===== src/rtl/jh2d_fifo.sv =====
// Short queue that decouples the classifying front from the memory back end.
`timescale 1ns / 1ps
`default_nettype none
module jh2d_fifo #(
	parameter int WIDTH = 8,
	parameter int DEPTH = 2
) (
	input logic clk,
	input logic arst_n,
	input logic push,
	input logic [WIDTH-1:0] wdata,
	output logic full,
	input logic pop,
	output logic [WIDTH-1:0] rdata,
	output logic empty
);
	localparam int PW = (DEPTH > 1) ? $clog2(DEPTH) : 1;
	localparam int CW = $clog2(DEPTH + 1);

	logic [WIDTH-1:0] mem_q [DEPTH];
	logic [PW-1:0] wptr_q;
	logic [PW-1:0] rptr_q;
	logic [CW-1:0] cnt_q;

	assign full = (cnt_q == CW'(DEPTH));
	assign empty = (cnt_q == '0);
	assign rdata = mem_q[rptr_q];

	always_ff @(posedge clk) begin
		if (push) begin
			mem_q[wptr_q] <= wdata;
		end
	end

	always_ff @(posedge clk or negedge arst_n) begin
		if (!arst_n) begin
			wptr_q <= '0;
			rptr_q <= '0;
			cnt_q <= '0;
		end else begin
			if (push) begin
				wptr_q <= (wptr_q == PW'(DEPTH - 1)) ? '0 : wptr_q + 1'b1;
			end
			if (pop) begin
				rptr_q <= (rptr_q == PW'(DEPTH - 1)) ? '0 : rptr_q + 1'b1;
			end
			if (push && !pop) begin
				cnt_q <= cnt_q + 1'b1;
			end else if (pop && !push) begin
				cnt_q <= cnt_q - 1'b1;
			end
		end
	end

	a_no_overflow: assert property (@(posedge clk) disable iff (!arst_n)
		push |-> !full) else $error("queue written while full");
	a_no_underflow: assert property (@(posedge clk) disable iff (!arst_n)
		pop |-> !empty) else $error("queue read while empty");
endmodule
`default_nettype wire


===== config.mk =====
export PLATFORM = sky130hd
export DESIGN_NAME = jh2d_fifo
export DESIGN_NICKNAME = d
export VERILOG_FILES = /design/src/rtl/jh2d_fifo.sv
export SDC_FILE = /design/constraint.sdc
export NUM_CORES = 1
export LEC_CHECK = 0
export ABC_CLOCK_PERIOD_IN_PS = 1400
export BUFFER_PORTS_ARGS = -buffer_cell sky130_fd_sc_hd__buf_4
export CAP_MARGIN = 5
export CELL_PAD_IN_SITES_DETAIL_PLACEMENT = 1
export CELL_PAD_IN_SITES_GLOBAL_PLACEMENT = 2
export CORE_UTILIZATION = 34
export CTS_CLUSTER_SIZE = 25
export DETAILED_ROUTE_END_ITERATION = 8
export PLACE_DENSITY_LB_ADDON = 0.1
export RECOVER_POWER = 25
export SLEW_MARGIN = 20
export SYNTH_ARGS = -nofsm -noshare
export SYNTH_HDL_FRONTEND = slang
export SYNTH_SLANG_ARGS = --single-unit

===== constraint.sdc =====
create_clock -name clk -period 1.4 [get_ports clk]
set_input_delay 0.28 -clock clk [delete_from_list [all_inputs] [get_ports clk]]
set_output_delay 0.28 -clock clk [all_outputs]
set_load 0.05 [all_outputs]

==> flow_metrics.py <==
metrics = {
    "outcome": {
        "status": "complete, but fails checks",
        "violations": "negative setup slack",
    },
    "yosys": {
        "synth_top_cell_area_share": 0.6234,
        "synthArstFlopShare": 0.2000,
        "synth_commonest_cells": "edfxtp_1, mux2_2, dfrtp_1, xor2_1, nor2_1",
        "netlist_area_um2": 770.7,
        "synth.most_common_cell": "edfxtp_1",
        "netlist_instances": 41,
        "synth_edf_count": 16,
        "synth_ff_type": "edfxtp_1",
        "yosys_register_bits": 20,
        "yosysSeqAreaShare": 0.7532,
        "synth_nets": 54,
        "synth_area_per_cell_um2": 18.80,
        "yosysUniqueCellTypes": 12,
        "synthTopCellsByArea": "edfxtp_1, dfrtp_1, mux2_2, xor2_1, ha_1",
        "synth_top_area_cell": "edfxtp_1",
        "yosysWarnings": 0,
    },
    "hold_path": {
        "hold_start": "pop",
        "holdPathStages": 2,
        "min_to": "rptr_q",
        "hp-class": "in2reg",
    },
    "sta": {
        "post-route-period-util": 1.126,
        "tns_ns": -1.365,
        "worst_slew_pin_slew_ns": 0.3743,
        "relSlewSlack": 0.7504,
        "hold_ws_ns": 0.1647,
        "rsz0062_at_grt": "true",
        "setup_viol": 8,
        "hold_violations": 0,
        "skew_ns": 0.008347,
        "layout_setup_ws_ns": -0.1762,
        "slew_viol_final": 0,
        "min_period_ns": 1.576,
        "clock.fmax_mhz": 634.4,
    },
    "layout": {
        "syn2layout_area_growth_pct": 38.47,
        "n_antenna_cell": 0,
        "fin_cells": 98,
        "layout-drive-gt1-share": 0.5493,
        "nNetsFinal": 85,
    },
    "power": {
        "power_uw": 2379,
        "p_leak_uw": 0.0004325,
        "power_density_nw_per_um2": 2229,
        "ir_worst_vdd_uv": 988.1,
    },
    "global_route": {
        "track_usage": 0.1140,
        "grt_pass1_vias": 446,
        "grt_max_degree": 12,
        "antenna_found_initial": 0,
        "grt-ovfl-total": 0,
        "grt_pass1_wl_mm": 1.959,
    },
    "worst_setup_path": {
        "r2r-start": "wptr_q",
        "critPathKind": "reg2out",
        "r2r_end": "mem_q[1][3]",
        "ff2ff_setup_slack_ns": 0.31,
        "rr_worst_depth": 1,
        "path_common_cell": "buf_6",
        "worstPathArrival_ns": 1.30,
        "cp_slowest_cell": "dfrtp_2",
        "critPathCaptureType": "primary output",
        "startpoint": "rptr_q",
        "worstSetupStartpointType": "flip-flop",
        "path_max_fanout": 5,
        "crit_required_ns": 1.12,
        "crit_path_cell_trace": "buf_6 > mux2_2 > buf_6",
        "cp_slowest_stage_delay_ns": 0.39,
    },
    "drt": {
        "vias": 429,
        "drt-total-wl_mm": 1.161,
        "drc_errors": 0,
        "drt_first_pass_iters": 2,
        "drt_iter0_drc": 4,
        "wl_per_cell_um": 11.85,
        "antenna_left": 0,
        "viasPerCell": 4.378,
    },
    "clocking": {
        "h-tree-depth": 1,
        "clockBufferDepth": 2,
        "clkSinkCount": 20,
        "cts-root-buf": "clkbuf_4",
        "worstSkewPairLatency_ns": 0.29,
        "cts_tree": "yes",
        "cts_made_buffers": 3,
        "path_clk_slew_ns": 0.10,
    },
    "die": {
        "initial_utilization": 0.3775,
        "core_um2": 2042,
        "die-area_um2": 2461,
        "rows": 16,
        "ioPinCount": 22,
        "die_y_um": 49.61,
        "die_x_um": 49.61,
    },
    "placed_design": {
        "post-place-ws_ns": -0.01045,
        "port_buffers": 21,
        "dp.cells": 89,
        "hpwl_um": 816.9,
        "place_congestion": 0.7004,
    },
    "run": {
        "maxCapViolCount": 0,
    },
}
flip-flops by register name (all words and copies together), names as in the netlist:
| name | cells |
|---|---|
| wptr_q | 1 |
| mem_q | 16 |
| cnt_q | 2 |
| rptr_q | 1 |
layer usage:
layer  up-vias  global-route usage  part of all wire
li1        208                   -                 -
met4         0             0.05714             0.019
met1       205              0.1285              0.44
met5         -                   0                 0
met2        12              0.1914              0.51
met3         4             0.03704             0.034
report_power, final:
group	internal, uW	switching, uW	total, uW
clock	111	162	272
combinational	518	710	1230
sequential	811	68.3	879
total	1440	940	2380
how the worst max path moves through the flow:
stage,end,slack [ns],cells past startpoint
2_1_floorplan,empty,0.06,1
3_3_place_gp,rdata[5],-0.005,2
3_5_place_dp,rdata[5],-0.01,2
4_1_cts,rdata[2],-0.18,3
5_1_grt,rdata[3],-0.24,3
6_report,rdata[3],-0.18,3
cell usage in the layout (no fill, tap or decap), drive strengths merged:
cell type	Yosys	routed
xor2	4	4
mux2	8	8
nor2b	1	1
xnor2	1	1
edfxtp	16	16
nor2	2	2
dlygate4sd3	0	1
and2	1	1
dfrtp	4	4
and2b	1	1
clkbuf	0	9
ha	1	1
inv	1	1
buf	1	21
critical path: cells and delay by family, from the launching register on:
family | cells | cell delay, ns
buffers and inverters | 2 | 0.27
DFF | 1 | 0.39
muxes | 1 | 0.34
through the flow:
step	util	instance area (um2)
2_1_floorplan	-	770.7
3_3_place_gp	0.4694	958.4
3_5_place_dp	0.4694	958.4
4_1_cts	0.5172	1056
5_1_grt	0.5227	1067
6_report	0.5227	1067
cell families after synthesis:
group / count (synthesis) / synth area share
adders and majority gates: 1 / 0.01623
xor gates and xnor gates: 5 / 0.05682
DFF: 20 / 0.7533
and+or+nand+nor: 5 / 0.03735
muxes: 8 / 0.1169
buffers and inverters: 2 / 0.01947
layout make-up:
type,count,area (um2)
fill,215,974.7
sequential,20,581.8
timing repair buffer,27,246.5
multi-input combinational,19,175.2
tap,27,33.78
clock buffer,4,26.28
inverter,1,3.754
timing repair:
item                                    in CTS  in global routing
cloned                                       0                  0
hold buffers                                 1                  0
endpoints found under the hold margin        4                  0
endpoints found under the setup margin       9                  9
setup buffers                                3                  1
gates resized for setup                     12                  1
Power figures use the tool's default switching activity.
